==> config.mk <==
export PLATFORM = sky130hd
export DESIGN_NAME = keypad_arm_alarm_controller_core
export DESIGN_NICKNAME = d
export VERILOG_FILES = /design/src/sv/kalarm_pkg.sv /design/src/sv/keypad_arm_alarm_controller_core.sv /design/src/sv/kalarm_keys.sv /design/src/sv/kalarm_motion.sv
export SDC_FILE = /design/constraint.sdc
export NUM_CORES = 1
export LEC_CHECK = 0
export BUFFER_PORTS_ARGS = -buffer_cell sky130_fd_sc_hd__buf_4
export CAP_MARGIN = 20
export CORE_MARGIN = 2
export CORE_UTILIZATION = 53
export DETAILED_ROUTE_END_ITERATION = 10
export PLACE_DENSITY_LB_ADDON = 0.12
export SLEW_MARGIN = 20
export SYNTH_ARGS = -nofsm -noshare
export SYNTH_HDL_FRONTEND = slang
export SYNTH_SLANG_ARGS = --single-unit
==> constraint.sdc <==
create_clock -name clk -period 1.75 [get_ports clk]
set_input_delay 0.35 -clock clk [delete_from_list [all_inputs] [get_ports clk]]
set_output_delay 0.35 -clock clk [all_outputs]
set_load 0.05 [all_outputs]
==> src/sv/kalarm_pkg.sv <==
// ----------------------------------------------------------------------------
// kalarm_pkg
// Shared types and constants for the keypad arm/alarm controller.
// ----------------------------------------------------------------------------
`default_nettype none

package kalarm_pkg;

  // Item kinds carried on the mode field
  localparam logic MODE_KEY  = 1'b0;
  localparam logic MODE_TICK = 1'b1;

  // Key codes and reset values
  localparam logic [7:0] HASH_KEY     = 8'h23;  // '#'
  localparam logic [7:0] CODE_FILL    = 8'h30;  // '0', stored code after reset
  localparam logic [7:0] START_RESET  = 8'd15;

  // One item as seen by the update logic, with its fire strobe
  typedef struct packed {
    logic       fire;
    logic       mode;
    logic [7:0] key_code;
    logic       motion;
  } step_t;

endpackage

`default_nettype wire

==> src/sv/keypad_arm_alarm_controller_core.sv <==
// ----------------------------------------------------------------------------
// keypad_arm_alarm_controller_core
// Keypad code lock with motion alarm: one result per key or sensor tick.
// ----------------------------------------------------------------------------
//  channel  | handshake                | payload
//  ---------+--------------------------+------------------------------------------
//  in       | in_valid / in_stall      | mode, key_code, motion
//  out      | out_valid / out_stall    | armed_now, siren_on, ticks_left,
//           |                          | keys_held, code_invalid
//  cfg      | cfg_wr_en                | cfg_wr_data (countdown start)
//
//  One transaction per cycle sustained while out_stall stays low; each passes the
//  input register, then the state update lands in the result register.
//  The state update runs in the single step between those two registers.
//  rst (synchronous) empties both registers and restores all state.
//  in_stall rises only while the input register is full and a held result is
//  stalled downstream.
// ----------------------------------------------------------------------------
`default_nettype none

module keypad_arm_alarm_controller_core #(
  parameter int CODE_KEYS = 4
) (
  input  wire        clk,
  input  wire        rst,
  input  wire        in_valid,
  output logic       in_stall,
  input  wire        mode,
  input  wire  [7:0] key_code,
  input  wire        motion,
  output logic       out_valid,
  input  wire        out_stall,
  output logic       armed_now,
  output logic       siren_on,
  output logic [7:0] ticks_left,
  output logic [2:0] keys_held,
  output logic       code_invalid,
  input  wire        cfg_wr_en,
  input  wire  [7:0] cfg_wr_data
);
  import kalarm_pkg::*;

  logic       ir_valid;
  logic       ir_mode;
  logic [7:0] ir_key;
  logic       ir_motion;
  logic       advance;
  step_t      step;
  logic       armed;
  logic       armed_next;
  logic [2:0] keys_held_next;
  logic       bad;
  logic       siren_next;
  logic [7:0] countdown_next;

  // Input register moves forward whenever the result slot is free
  assign advance  = ir_valid && (!out_valid || !out_stall);
  assign in_stall = ir_valid && !advance;

  always_ff @(posedge clk) begin
    if (rst) begin
      ir_valid <= 1'b0;
    end else if (!in_stall) begin
      ir_valid <= in_valid;
    end
  end

  always_ff @(posedge clk) begin
    if (in_valid && !in_stall) begin
      ir_mode   <= mode;
      ir_key    <= key_code;
      ir_motion <= motion;
    end
  end

  assign step = '{fire: advance, mode: ir_mode, key_code: ir_key, motion: ir_motion};

  // Update logic
  kalarm_keys #(.CODE_KEYS(CODE_KEYS)) u_keys (
    .clk            (clk),
    .rst            (rst),
    .step           (step),
    .armed          (armed),
    .armed_next     (armed_next),
    .keys_held_next (keys_held_next),
    .bad            (bad)
  );

  kalarm_motion u_motion (
    .clk            (clk),
    .rst            (rst),
    .step           (step),
    .armed          (armed),
    .cfg_wr_en      (cfg_wr_en),
    .cfg_wr_data    (cfg_wr_data),
    .siren_next     (siren_next),
    .countdown_next (countdown_next)
  );

  // Result register
  always_ff @(posedge clk) begin
    if (rst) begin
      out_valid <= 1'b0;
    end else if (advance) begin
      out_valid <= 1'b1;
    end else if (!out_stall) begin
      out_valid <= 1'b0;
    end
  end

  always_ff @(posedge clk) begin
    if (advance) begin
      armed_now    <= armed_next;
      siren_on     <= siren_next;
      ticks_left   <= countdown_next;
      keys_held    <= keys_held_next;
      code_invalid <= bad;
    end
  end

endmodule

`default_nettype wire

==> src/sv/kalarm_keys.sv <==
// ----------------------------------------------------------------------------
// kalarm_keys
// Keypad side: entry buffer, stored code, armed flag and '#' handling.
// ----------------------------------------------------------------------------
`default_nettype none

module kalarm_keys #(
  parameter int CODE_KEYS = 4
) (
  input  wire                 clk,
  input  wire                 rst,
  input  kalarm_pkg::step_t   step,
  output logic                armed,
  output logic                armed_next,
  output logic [2:0]          keys_held_next,
  output logic                bad
);
  import kalarm_pkg::*;

  localparam int LEN_W = $clog2(CODE_KEYS + 1);
  localparam logic [LEN_W-1:0] FULL_LEN = LEN_W'(CODE_KEYS);

  logic [7:0]       stored_code [CODE_KEYS];
  logic [7:0]       stored_code_next [CODE_KEYS];
  logic [7:0]       entry_keys [CODE_KEYS];
  logic [7:0]       entry_keys_next [CODE_KEYS];
  logic [LEN_W-1:0] entry_len;
  logic [LEN_W-1:0] entry_len_next;
  logic             match;
  logic [LEN_W+2:0] len_wide;

  // Full compare of entry against stored code
  always_comb begin
    match = 1'b1;
    for (int i = 0; i < CODE_KEYS; i++) begin
      if (stored_code[i] != entry_keys[i]) match = 1'b0;
    end
  end

  // Key event update
  always_comb begin
    armed_next       = armed;
    stored_code_next = stored_code;
    entry_keys_next  = entry_keys;
    entry_len_next   = entry_len;
    bad              = 1'b0;
    if (step.fire && step.mode == MODE_KEY) begin
      if (step.key_code == HASH_KEY) begin
        if (!armed) begin
          if (entry_len == FULL_LEN) begin
            stored_code_next = entry_keys;
            armed_next       = 1'b1;
          end else begin
            bad = 1'b1;
          end
        end else if (match) begin
          armed_next = 1'b0;
        end else begin
          bad = 1'b1;
        end
      end else if (entry_len < FULL_LEN) begin
        for (int i = 0; i < CODE_KEYS; i++) begin
          if (LEN_W'(i) == entry_len) entry_keys_next[i] = step.key_code;
        end
        entry_len_next = entry_len + 1'b1;
      end else begin
        // buffer full: clear it and drop the key
        for (int i = 0; i < CODE_KEYS; i++) entry_keys_next[i] = '0;
        entry_len_next = '0;
      end
    end
  end

  // keys_held carries the low three bits of the count
  assign len_wide       = (LEN_W + 3)'(entry_len_next);
  assign keys_held_next = len_wide[2:0];

  // State registers
  always_ff @(posedge clk) begin
    if (rst) begin
      armed     <= 1'b1;
      entry_len <= '0;
      for (int i = 0; i < CODE_KEYS; i++) begin
        stored_code[i] <= CODE_FILL;
        entry_keys[i]  <= '0;
      end
    end else begin
      armed       <= armed_next;
      entry_len   <= entry_len_next;
      stored_code <= stored_code_next;
      entry_keys  <= entry_keys_next;
    end
  end

endmodule

`default_nettype wire

==> src/sv/kalarm_motion.sv <==
// ----------------------------------------------------------------------------
// kalarm_motion
// Sensor side: countdown, motion tracking, siren flag and start register.
// ----------------------------------------------------------------------------
`default_nettype none

module kalarm_motion (
  input  wire                 clk,
  input  wire                 rst,
  input  kalarm_pkg::step_t   step,
  input  wire                 armed,
  input  wire                 cfg_wr_en,
  input  wire  [7:0]          cfg_wr_data,
  output logic                siren_next,
  output logic [7:0]          countdown_next
);
  import kalarm_pkg::*;

  logic [7:0] countdown_start;
  logic [7:0] countdown;
  logic       counting;
  logic       counting_next;
  logic       motion_seen;
  logic       motion_seen_next;
  logic       siren;

  // Tick update
  always_comb begin
    countdown_next   = countdown;
    counting_next    = counting;
    motion_seen_next = motion_seen;
    siren_next       = siren;
    if (step.fire && step.mode == MODE_TICK) begin
      if (counting) begin
        if (countdown != 8'd0) countdown_next = countdown - 8'd1;
        else                   siren_next     = 1'b1;
        if (!(step.motion && armed)) begin
          counting_next    = 1'b0;
          motion_seen_next = 1'b1;
        end
      end else if (step.motion) begin
        countdown_next = countdown_start;
        if (armed) counting_next    = 1'b1;
        else       motion_seen_next = 1'b1;
      end else if (motion_seen) begin
        if (armed) siren_next = 1'b0;
        motion_seen_next = 1'b0;
      end
    end
  end

  // State and configuration registers
  always_ff @(posedge clk) begin
    if (rst) begin
      countdown_start <= START_RESET;
      countdown       <= '0;
      counting        <= 1'b0;
      motion_seen     <= 1'b0;
      siren           <= 1'b0;
    end else begin
      if (cfg_wr_en) countdown_start <= cfg_wr_data;
      countdown   <= countdown_next;
      counting    <= counting_next;
      motion_seen <= motion_seen_next;
      siren       <= siren_next;
    end
  end

endmodule

`default_nettype wire

After elaboration in Yosys (flattened, before gate mapping) --
Index checks and enable logic that the tools add are counted.
Storage, ports and cells: register bits 113, input port bits 23, output and inout bits 16
Operators by class: add/subtract/negate cells 2, magnitude comparators 1, eq/ne operators 16, multiplexer cells 39, bitwise operators 3, reduce and logical (&&, ||, !) cells 20
Operator list (count):
- 8-bit two-way mux | 8
- 32-bit two-way mux | 1
- 8-bit inequality test | 4
- 1-bit two-way mux | 27
- 3-bit AND reduction | 5
- 2-bit inequality test, second input constant | 5
- 3-bit two-way mux | 3
- 8-bit by 6-bit == test with 1-bit output, second input constant | 1
- 8-bit nonzero test | 1
- 8-bit by 1-bit subtractor with 8-bit output, second input constant | 1
- 2-bit by 3-bit == test with 1-bit output, first input constant | 2
- 1-bit logical AND | 6
- 1-bit zero test | 4
- 4-bit AND reduction | 1
- 3-bit by 1-bit adder with 3-bit output, second input constant | 1
- 1-bit by 3-bit == test with 1-bit output, first input constant | 1
- 3-bit == test, second input constant | 1
- 3-bit zero test | 1
- 3-bit < comparator, second input constant | 1
- 3-bit by 2-bit inequality test with 1-bit output, second input constant | 1
- 1-bit NOT | 3
- 2-bit by 1-bit inequality test with 1-bit output, second input constant | 1
- 2-bit AND reduction | 1
- 1-bit logical OR | 1

Longest topological paths before layout --
Gate-level depths: netlist of run 1.
depth in word-level cells 9, depth in mapped cells 8, depth with buffers taken out 7

Hierarchy --
From an unflattened synthesis of run 1, not the netlist that was laid out.
Second synthesis, totals: cells, all modules 495, area, all modules 4849.7 um2
By module, submodules not included:
- kalarm_keys | instances 1, cells an instance 336, area each 2997.9 um2, seq. area each 1361.3 um2
- kalarm_motion | instances 1, cells an instance 125, area each 1044.8 um2, seq. area each 380.4 um2
- keypad_arm_alarm_controller_core | instances 1, cells an instance 34, area each 807.0 um2, seq. area each 760.7 um2

Least setup slack after synthesis of run 1 --
No wires, ideal clock.
kind register to register, start register out_valid, end register u_keys.stored_code[0] (netlist name), setup time 0.132 ns, data arrival time 1.917 ns, slack -0.299 ns, stages on the path, launching flop included 9, path buffers 2, cells stage by stage dfxtp_1 a21bo_2 inv_2 nand4b_2 or3_1 buf_2 buf_6 nand2_1 a21oi_1
Between the ends: longest elaborated chain between the ends 5
Ends and longest elaborated chain:
- start, declared | RTL line keypad_arm_alarm_controller_core.sv:31 | output logic out_valid,
- start signal, assigned | RTL line keypad_arm_alarm_controller_core.sv:103 | out_valid <= 1'b0;
- start signal, assigned | RTL line keypad_arm_alarm_controller_core.sv:105 | out_valid <= 1'b1;
- start signal, assigned | RTL line keypad_arm_alarm_controller_core.sv:107 | out_valid <= 1'b0;
- 1-bit zero test | RTL line keypad_arm_alarm_controller_core.sv:57 | assign advance = ir_valid && (!out_valid || !out_stall);
- 1-bit logical OR | RTL line keypad_arm_alarm_controller_core.sv:57
- 1-bit logical AND | RTL line keypad_arm_alarm_controller_core.sv:57
- named net advance | RTL line keypad_arm_alarm_controller_core.sv:47 | logic advance;
- 1-bit logical AND | RTL line kalarm_keys.sv:47 | if (step.fire && step.mode == MODE_KEY) begin
- 4-bit AND reduction (no source line)
- end signal, assigned | RTL line kalarm_keys.sv:90 | stored_code <= stored_code_next;
- end, declared | RTL line kalarm_keys.sv:23 | logic [7:0] stored_code [CODE_KEYS];
The timed path passes the listed nets, and every way through them passes these cells. A chain may end at the register's enable or synchronous reset.

Final worst setup path of run 1 --
start register ir_key[3], end register code_invalid, data pin
Between the ends: longest elaborated chain between the ends 2
Ends and longest elaborated chain:
- start, declared | RTL line keypad_arm_alarm_controller_core.sv:45 | logic [7:0] ir_key;
- start signal, assigned | RTL line keypad_arm_alarm_controller_core.sv:71 | ir_key <= key_code;
- 8-bit by 6-bit == test with 1-bit output | RTL line kalarm_keys.sv:48 | if (step.key_code == HASH_KEY) begin
- 2-bit AND reduction (no source line)
- end signal, assigned | RTL line keypad_arm_alarm_controller_core.sv:117 | code_invalid <= bad;
- end, declared | RTL line keypad_arm_alarm_controller_core.sv:37 | output logic code_invalid,
Every way passes these cells.

==> impl_metrics.tcl, run 1 <==
set metrics [dict create \
    endpoint_kind "register" \
    gp_congestion 0.869 \
    pwr-share-seq_pct 43.7 \
    syn_area_per_cell_sq_um 9.82 \
    netlist_top_cells_area "dfxtp_1 37%, edfxtp_1 15%, mux2i_1 6.0%" \
    critPathLaunchType "register" \
    synth_top_area_cell "dfxtp_1" \
    areaGrowthSynthToFinish_pct 37.7 \
    dpl.hpwl_um 6990 \
    cp-startpoint "ir_key[3]" \
    hold_class "input pin to register" \
    drt_iter0_markers 248 \
    yosysWarnings 0 \
    die_h_um 99.6 \
    seq_area_sq_mm 0.00251 \
    cts_hold_buf 0 \
    ir_worst_vdd_mv 0.775 \
    ys_seq_area_share_pct 51.7 \
    die-area_sq_mm 0.00991 \
    r2r_setup_slack_ns -0.19 \
    grt_use_total_pct 25.2 \
    yosysTopAreaCellShare_pct 36.8 \
    fmax_ghz 0.516 \
    layout.nets 600 \
    total_power_w 0.00633 \
    grt_pass1_wl_um 19300 \
    firstDrtPassIters 5 \
    comb_power_share_pct 6.9 \
    htree_num_levels 4 \
    nFillCells 557 \
    max_cap_viol_count 0 \
    multi_input_area_sq_mm 0.00258 \
    rows 34 \
    io_buffers 38 \
    path_max_fanout 7 \
    p_per_area_mw_per_mm2 950 \
    ioPinCount 39 \
    met2_usage_pct 41.1 \
    use_met3_pct 5.83 \
    drive_above_1_share_pct 36.3 \
    top_usage_layer "met2" \
    post-route-period-util_pct 111 \
    drv_slew 0 \
    post_drt_via_cell_ratio 5.63 \
    num_vias 3896 \
    detail-route-antenna-nets 0 \
    cts_tree "built" \
    p_sw_w 0.00145 \
    diodes 0 \
    violations "setup timing" \
    setup_viol 67 \
    dp.cells 644 \
    synthCells 493 \
    skew_ns 0.00913 \
    clkSinkCount 113 \
    die_w_um 99.6 \
    antenna_found_initial 0 \
    p_int_w 0.00488 \
    cts-root-buf "clkbuf_8" \
    synthDistinctLibCells 55 \
    coreArea_sq_mm 0.00881 \
    hold_violations 0 \
    arrival_ns 2.18 \
    wl_um 12500 \
    worst_r2r_endpoint "code_invalid" \
    drc 0 \
    p_leak_nw 2.70 \
    layoutNonFillerInstCount 692 \
    grt_overflow 0 \
    place_area_sq_mm 0.00547 \
    tightestPinTransition_ns 0.650 \
    hold_ws_ns 0.00648 \
    numCtsBuffers 17 \
    r2r-start "ir_key[3]" \
    p_sw_share_pct 22.9 \
    fin_ws_ns -0.186 \
    syn_area_sq_mm 0.00484 \
    period_minus_slack_ns 1.94 \
    cp-endpoint "code_invalid" \
    r2r_cells 7 \
    fin_area_sq_mm 0.00667 \
    synth_edf_count 24 \
    clockBufferDepth 2 \
    synth_ff_type "dfxtp_1" \
    async_flop_share_pct 0 \
    start_util_pct 55.0 \
    grt_use_met1_pct 32.4 \
    utilization_pct 75.7 \
    outcome "finished with violations" \
    synth_fp_nets 522 \
    clk_latency_ns 0.52 \
    relSlewSlack_pct 56.6 \
    rsz0062_at_grt "yes" \
    clock_power_share_pct 49.3 \
    ys_seq_elements 113 \
    worstPathRequired_ns 2.00 \
    routedWlPerCell_um 18.0 \
    grt_start_max_net_pins 42 \
    worstSetupPathType "register to register" \
    clkTransAtPathRegs_ns 0.06 \
    grt_pass1_vias 3995 \
]
==> cells in the mapped netlist, types with 2 or more instances <==
library cell	instances
a211o_1	4
a211oi_1	2
a21oi_1	32
a22oi_1	9
a31oi_1	5
a32oi_1	2
and2_1	3
buf_2	8
buf_6	3
clkbuf_1	16
dfxtp_1	89
edfxtp_1	24
ha_1	6
inv_1	6
mux2i_1	29
nand2_1	73
nand3_1	6
nand3b_1	9
nand4_1	4
nor2_1	48
nor2b_1	24
nor3_1	6
nor3b_1	2
nor4_1	9
o21a_1	3
o21ai_0	11
xor2_1	32
==> what timing repair did <==
item | 4_1_cts | 5_1_grt
buffers inserted | 10 | 6
pin swaps | 30 | 29
cloned | 4 | 1
hold endpoints to repair | 0 | 0
endpoints found under the setup margin | 50 | 84
resized for setup | 53 | 63
==> metrics by stage <==
step           setup WS (ns)  TNS [ns]
2_1_floorplan         -0.164    -0.646
3_3_place_gp          -0.198     -1.91
3_5_place_dp          -0.287     -3.39
4_1_cts               -0.160     -3.83
5_1_grt               -0.259    -11.05
6_report              -0.186     -5.77
==> per-layer routing <==
metal	share of wire [%]	up-vias
met5	0	-
met4	2.7	0
met3	5.4	36
met2	49	145
met1	43	1860
li1	-	1855
==> logic make-up (layout without fill, tap and decap cells) <==
| kind of cell | Yosys count | in the layout | share of synthesized area [%] |
|---|---|---|---|
| and+or+nand+nor | 197 | 197 | 20.5 |
| DFF | 113 | 113 | 51.7 |
| AOI/OAI and AO/OA | 79 | 79 | 10.7 |
| buffers and inverters | 37 | 128 | 3.77 |
| xor gates and xnor gates | 32 | 32 | 5.79 |
| muxes | 29 | 29 | 6.00 |
| adders and majority gates | 6 | 6 | 1.55 |
==> worst min path at each step <==
stage / start / cells past startpoint / end
after floorplan: ir_valid / 2 / out_valid
after global placement: u_motion.siren / 2 / u_motion.siren
after detailed placement: u_keys.stored_code[16] / 2 / u_keys.stored_code[16]
after CTS: key_code[5] / 1 / ir_key[5]
after global routing: motion / 1 / ir_motion
final: key_code[5] / 1 / ir_key[5]
==> power groups by stage <==
stage	Combinational (W)	Clock [W]	Sequential, W
floorplan	0.000203	0	0.00286
global placement	0.000394	0	0.00282
detailed placement	0.000402	0	0.00282
CTS	0.000418	0.00315	0.00277
global route	0.000471	0.00330	0.00277
finish	0.000439	0.00313	0.00277
==> cell usage in the layout, fill, tap and decap left out, types with 3 or more instances in the layout <==
| cell type | n |
|---|---|
| o21ai_1 | 3 |
| dfxtp_1 | 86 |
| edfxtp_1 | 24 |
| nand3b_1 | 9 |
| clkbuf_8 | 3 |
| nand2_1 | 38 |
| clkinv_2 | 6 |
| buf_4 | 72 |
| inv_1 | 4 |
| a211o_1 | 4 |
| o21a_1 | 3 |
| buf_12 | 9 |
| mux2i_1 | 29 |
| a22oi_2 | 4 |
| a21oi_2 | 19 |
| nand3_1 | 5 |
| nor3_1 | 6 |
| nor2_1 | 48 |
| nand4_1 | 4 |
| xor2_1 | 32 |
| clkbuf_16 | 19 |
| nor2b_1 | 22 |
| nor4_1 | 7 |
| a31oi_1 | 4 |
| a21oi_1 | 13 |
| nand2_2 | 16 |
| buf_6 | 4 |
| nand2_4 | 19 |
| ha_1 | 4 |
| a22oi_1 | 5 |
| o21ai_0 | 7 |
==> worst max-delay path: stages, from the launching register on <==
cell and delay (ns):
edfxtp_1 0.42, nor4b_4 0.37, nand4b_4 0.14, buf_6 0.15, nor3_4 0.17, buf_6 0.19
nor2_1 0.05, a21boi_2 0.17
==> registers in the layout, indices dropped and copies added (netlist names) <==
name                      count
u_motion.motion_seen          1
ir_key                        8
ir_motion                     1
u_motion.siren                1
u_keys.entry_len              3
u_keys.stored_code           32
keys_held                     3
ir_valid                      1
u_keys.entry_keys            32
u_motion.counting             1
out_valid                     1
code_invalid                  1
siren_on                      1
u_motion.countdown            8
ir_mode                       1
u_motion.countdown_start      8
ticks_left                    8
armed_now                     1
u_keys.armed                  1
==> final cells by class <==
cell class / instances / area share [%]
multi-input combinational: 343 / 38.7
sequential: 113 / 37.6
timing repair buffer: 89 / 12.9
clock buffer: 23 / 7.49
tap: 108 / 2.03
clock inverter: 9 / 0.807
inverter: 7 / 0.469
Power figures use the tool's default switching activity.
==> run 2, diff against run 1 <==
--- a/config.mk
+++ b/config.mk
@@ -5,10 +5,11 @@
 export SDC_FILE = /design/constraint.sdc
 export NUM_CORES = 1
 export LEC_CHECK = 0
+export ABC_AREA = 1
 export BUFFER_PORTS_ARGS = -buffer_cell sky130_fd_sc_hd__buf_4
 export CAP_MARGIN = 20
 export CORE_MARGIN = 2
-export CORE_UTILIZATION = 53
+export CORE_UTILIZATION = 54
 export DETAILED_ROUTE_END_ITERATION = 10
 export PLACE_DENSITY_LB_ADDON = 0.12
 export SLEW_MARGIN = 20
==> impl_metrics.tcl, run 2 <==
set metrics [dict create \
    outcome "finished, final reports clean" \
    clkTransAtPathRegs_ns 0.06 \
    diodes 0 \
    endpoint_kind "primary output" \
    dpl.hpwl_um 7870 \
    post_cts_buffers 0 \
    worst_path_max_delay_cell "dfxtp_4" \
    grt_pass1_wl_um 19300 \
    die_w_um 102 \
    htree_num_levels 4 \
    period_minus_slack_ns 1.68 \
    p_per_area_mw_per_mm2 1030 \
    die-area_sq_mm 0.0104 \
    clk_latency_ns 0.51 \
    ioPinCount 39 \
    synthDistinctLibCells 29 \
    critPathLaunchType "register" \
    grt_pass1_vias 4122 \
    grt_use_total_pct 24.1 \
    worst_path_largest_cell_delay_ns 0.34 \
    ys_seq_area_share_pct 48.4 \
    layout_common_cells "227 x nand2_1, 131 x nor2_1, 91 x inv_1" \
    die_h_um 102 \
    synth_ff_type "dfxtp_1" \
    utilization_pct 68.2 \
    syn_area_per_cell_sq_um 7.15 \
    tightestPinTransition_ns 0.574 \
    crit_path_cell_trace "nand2_1, buf_4, nor2_4, buf_6" \
    clockBufferDepth 2 \
    max_cap_viol_count 0 \
    arrival_ns 1.33 \
    rsz0062_at_grt "yes" \
    layout.nets 802 \
    drt_iter0_markers 307 \
    antenna_found_initial 0 \
    synth_fp_nets 752 \
    synth_common_cells "230 x nand2_1, 134 x nor2_1, 94 x inv_1" \
    clkSinkCount 113 \
    routedWlPerCell_um 13.0 \
    synthCells 723 \
    skew_ns 0.0178 \
    io_buffers 38 \
    worstSetupPathType "register to primary output" \
    drive_above_1_share_pct 13.5 \
    detail-route-antenna-nets 0 \
    final_common_cell "nand2_1" \
    synth_edf_count 24 \
    path_max_fanout 2 \
    critPathTopFamily "flip-flops" \
    ir_worst_vdd_mv 0.598 \
    critPathBufInv 2 \
    relSlewSlack_pct 61.6 \
    yosysTopAreaCellShare_pct 34.5 \
    post_drt_via_cell_ratio 4.93 \
    areaGrowthSynthToFinish_pct 22.6 \
    coreArea_sq_mm 0.00928 \
    synthMostInstantiatedCell "nand2_1" \
    wl_um 11900 \
    hold_class "input pin to register" \
    gp_congestion 0.820 \
    grt_overflow 0 \
    post-route-period-util_pct 95.9 \
    firstDrtPassIters 4 \
    cts-root-buf "clkbuf_8" \
    grt_start_max_net_pins 63 \
    fmax_ghz 0.596 \
    async_flop_share_pct 0 \
    synth_top_area_cell "dfxtp_1" \
    hold_violations 0 \
    netlist_top_cells_area "dfxtp_1 34%, nand2_1 17%, edfxtp_1 14%" \
    cts_tree "built" \
    tns_ns 0 \
    ys_seq_elements 113 \
    drc 0 \
    start_util_pct 55.7 \
    syn_area_sq_mm 0.00517 \
    yosysWarnings 0 \
    worstPathRequired_ns 1.40 \
    p_leak_nw 3.14 \
    drv_slew 0 \
    numCtsBuffers 17 \
    top_regs "u_keys.entry_keys (32), u_keys.stored_code (32)" \
    setup_viol 0 \
    rows 35 \
    num_vias 4510 \
]
## run 2: cell count changes after synthesis, sizes merged, moves of 28 or more
cell / previous run / this run
inv: 7 / 96
nand2: 73 / 231
xor2: 32 / 4
mux2i: 29 / 0
nor2: 49 / 136
nand3: 6 / 35
## run 2: per-layer routing
metal	track usage, %	part of all wire, %
met4	9.23	1.2
met2	36.5	46
met1	34.0	48
met5	0	0
met3	5.20	5.4
## run 2: through the flow
stage / hold WS, ns / total power [W] / std cells / worst slack, ns / instance area [sq um]
floorplan: 0.424 / 0.00313 / 723 / 0.00126 / 5180
global placement: 0.453 / 0.00329 / 880 / 0.0423 / 5660
detailed placement: 0.469 / 0.00330 / 880 / 0.0304 / 5660
CTS: 0.00356 / 0.00655 / 912 / 0.00681 / 6230
global route: 0.000736 / 0.00677 / 915 / -0.0389 / 6330
finish: 0.0196 / 0.00652 / 915 / 0.0714 / 6330
## run 2: area by class of cell
type                    instances  area [sq um]
fillers                       775          2950
inverters                      96           368
repair buffers                 56           497
well taps                     129           161
multi-input cells             489          2220
clock buffers                  23           498
flip-flops and latches        113          2510
clock inverters                 9          78.8
## run 2: timing repair
action	CTS	global route
resized for setup	0	14
setup endpoints to repair	0	53
endpoints found under the hold margin	0	2
hold buffers	0	2
## run 2: power by group
part / internal, W / leakage (nW) / switching [W] / total [W]
Combinational: 0.000167 / 1.90 / 0.000304 / 0.000471
Sequential: 0.00274 / 0.952 / 0.0000529 / 0.00279
Clock: 0.00210 / 0.285 / 0.00115 / 0.00326
## run 2: cell families after synthesis
logic type	count (synthesis)	synth area share [%]
AO/OA/AOI/OAI	42	4.48
XOR/XNOR	25	4.24
adder cells (fa/ha/maj)	6	1.45
buffers and inverters	121	9.56
flip-flops	113	48.4
AND/OR/NAND/NOR	416	31.9
## run 2: final timing paths
check,start,to,slack [ns],depth (start not counted)
max reg2reg,out_valid,ticks_left[7],0.08,9
max,out_valid,in_stall,0.07,4
min reg2reg,u_motion.siren,u_motion.siren,0.48,2
min,key_code[2],ir_key[2],0.02,1
## run 2: worst reg2reg max path: stages, from the launching register on
cell	delay (ns)
dfxtp_4	0.34
nand2_1	0.09
nand2_2	0.09
clkinvlp_4	0.08
nand2_1	0.09
buf_4	0.19
a221oi_1	0.30
nand2_1	0.10
nand2_1	0.10
inv_1	0.05
==> run 3, diff against run 2 <==
--- a/config.mk
+++ b/config.mk
@@ -11,7 +11,7 @@
 export CORE_MARGIN = 2
 export CORE_UTILIZATION = 54
 export DETAILED_ROUTE_END_ITERATION = 10
-export PLACE_DENSITY_LB_ADDON = 0.12
+export PLACE_DENSITY_LB_ADDON = 0.08
 export SLEW_MARGIN = 20
 export SYNTH_ARGS = -nofsm -noshare
 export SYNTH_HDL_FRONTEND = slang
==> impl_metrics.tcl, run 3 (synthesis gave the netlist of run 2 again) <==
set metrics [dict create \
    die-area_sq_mm 0.0104 \
    detail-route-antenna-nets 0 \
    diodes 0 \
    max_cap_viol_count 0 \
    critPathBufInv 1 \
    num_vias 4514 \
    post-route-period-util_pct 99.2 \
    layout_common_cells "228 x nand2_1, 131 x nor2_1, 90 x inv_1" \
    setup_viol 0 \
    routedWlPerCell_um 12.6 \
    dpl.hpwl_um 7730 \
    worstPathRequired_ns 2.20 \
    clockBufferDepth 2 \
    final_common_cell "nand2_1" \
    endpoint_kind "register" \
    cts_tree "built" \
    p_leak_nw 3.17 \
    start_util_pct 55.7 \
    crit_path_cell_trace "nor4_2, nand2_1, nor2_2, nand2_4, clkbuf_16, nand2_1, nand2_1, nor2_1" \
    fmax_ghz 0.576 \
    rows 35 \
    areaGrowthSynthToFinish_pct 23.5 \
    period_minus_slack_ns 1.74 \
    firstDrtPassIters 7 \
    critPathLaunchType "register" \
    worst_path_largest_cell_delay_ns 0.43 \
    die_w_um 102 \
    grt_start_max_net_pins 63 \
    arrival_ns 2.18 \
    clk_latency_ns 0.51 \
    worstSetupPathType "register to register" \
    hold_violations 0 \
    crit_top_cell "nand2_1" \
    grt_pass1_wl_um 18900 \
    skew_ns 0.0137 \
    fin_area_sq_mm 0.00638 \
    nFillCells 780 \
    die_h_um 102 \
    antenna_found_initial 0 \
    grt_use_total_pct 23.6 \
    ioPinCount 39 \
    layout.nets 812 \
    total_power_w 0.00633 \
    hold_class "input pin to register" \
    drv_slew 0 \
    gp_congestion 0.837 \
    coreArea_sq_mm 0.00928 \
    worst_path_max_delay_cell "edfxtp_1" \
    place_area_sq_mm 0.00566 \
    top_regs "u_keys.entry_keys (32), u_keys.stored_code (32)" \
    tightestPinTransition_ns 0.514 \
    clkSinkCount 113 \
    drt_iter0_markers 393 \
    htree_num_levels 4 \
    path_max_fanout 28 \
    critPathTopFamily "simple AND/OR/NAND/NOR gates" \
    relSlewSlack_pct 65.6 \
    numCtsBuffers 17 \
    outcome "finished, final reports clean" \
    wl_um 11700 \
    io_buffers 38 \
    ir_worst_vdd_mv 0.577 \
    post_drt_via_cell_ratio 4.88 \
    p_per_area_mw_per_mm2 992 \
    clkTransAtPathRegs_ns 0.05 \
    grt_pass1_vias 4097 \
    drc 0 \
    drive_above_1_share_pct 13.7 \
    grt_overflow 0 \
    rsz0062_at_grt "yes" \
    cts-root-buf "clkbuf_8" \
]
[run 3: timing repair]
action	in CTS	in global routing
setup buffers	1	3
endpoints found under the hold margin	0	7
resized for setup	0	15
endpoints found under the setup margin	12	70
pin swaps	1	3
hold buffers	0	7
cloned	0	1
[run 3: final timing paths]
kind	start	end	slack, ns	cells past startpoint
max reg2reg	ir_key[2]	u_keys.stored_code[18]	0.01	8
min reg2reg	u_keys.entry_keys[13]	u_keys.stored_code[13]	0.48	2
max	ir_key[2]	u_keys.stored_code[18]	0.01	8
min	key_code[1]	ir_key[1]	0.02	1
[run 3: final cells by class]
| cell class | count | area [sq um] | share of cell area [%] |
|---|---|---|---|
| Sequential cell | 113 | 2510 | 39.3 |
| Multi-Input combinational cell | 489 | 2230 | 35.0 |
| Timing Repair Buffer | 66 | 581 | 9.10 |
| Clock buffer | 21 | 439 | 6.88 |
| Inverter | 96 | 368 | 5.76 |
| Tap cell | 129 | 161 | 2.53 |
| Clock inverter | 11 | 90.1 | 1.41 |
[run 3: metal layers]
metal	global-route usage, %	vias up	routed length (um)
li1	-	2330	-
met1	33.1	2034	5490
met2	36.6	134	5340
met3	5.54	16	705
met4	6.87	0	152
met5	0	-	0
[run 3: power by group]
part / internal (W) / switching, W / leakage, nW
clock network: 0.00190 / 0.00114 / 0.255
logic: 0.000184 / 0.000310 / 1.96
registers: 0.00274 / 0.0000543 / 0.952
total: 0.00482 / 0.00151 / 3.17
[run 3: metrics by stage]
step	std cells	hold WS, ns	setup slack (ns)	utilization, %	TNS [ns]
global route	925	0.000584	-0.139	68.7	-4.44
floorplan	723	0.424	0.00126	-	0
CTS	914	0.00868	0.0146	66.8	0
global placement	881	0.457	0.0417	61.0	0
finish	925	0.0185	0.0141	68.7	0
detailed placement	881	0.467	-0.0117	61.0	-0.0117
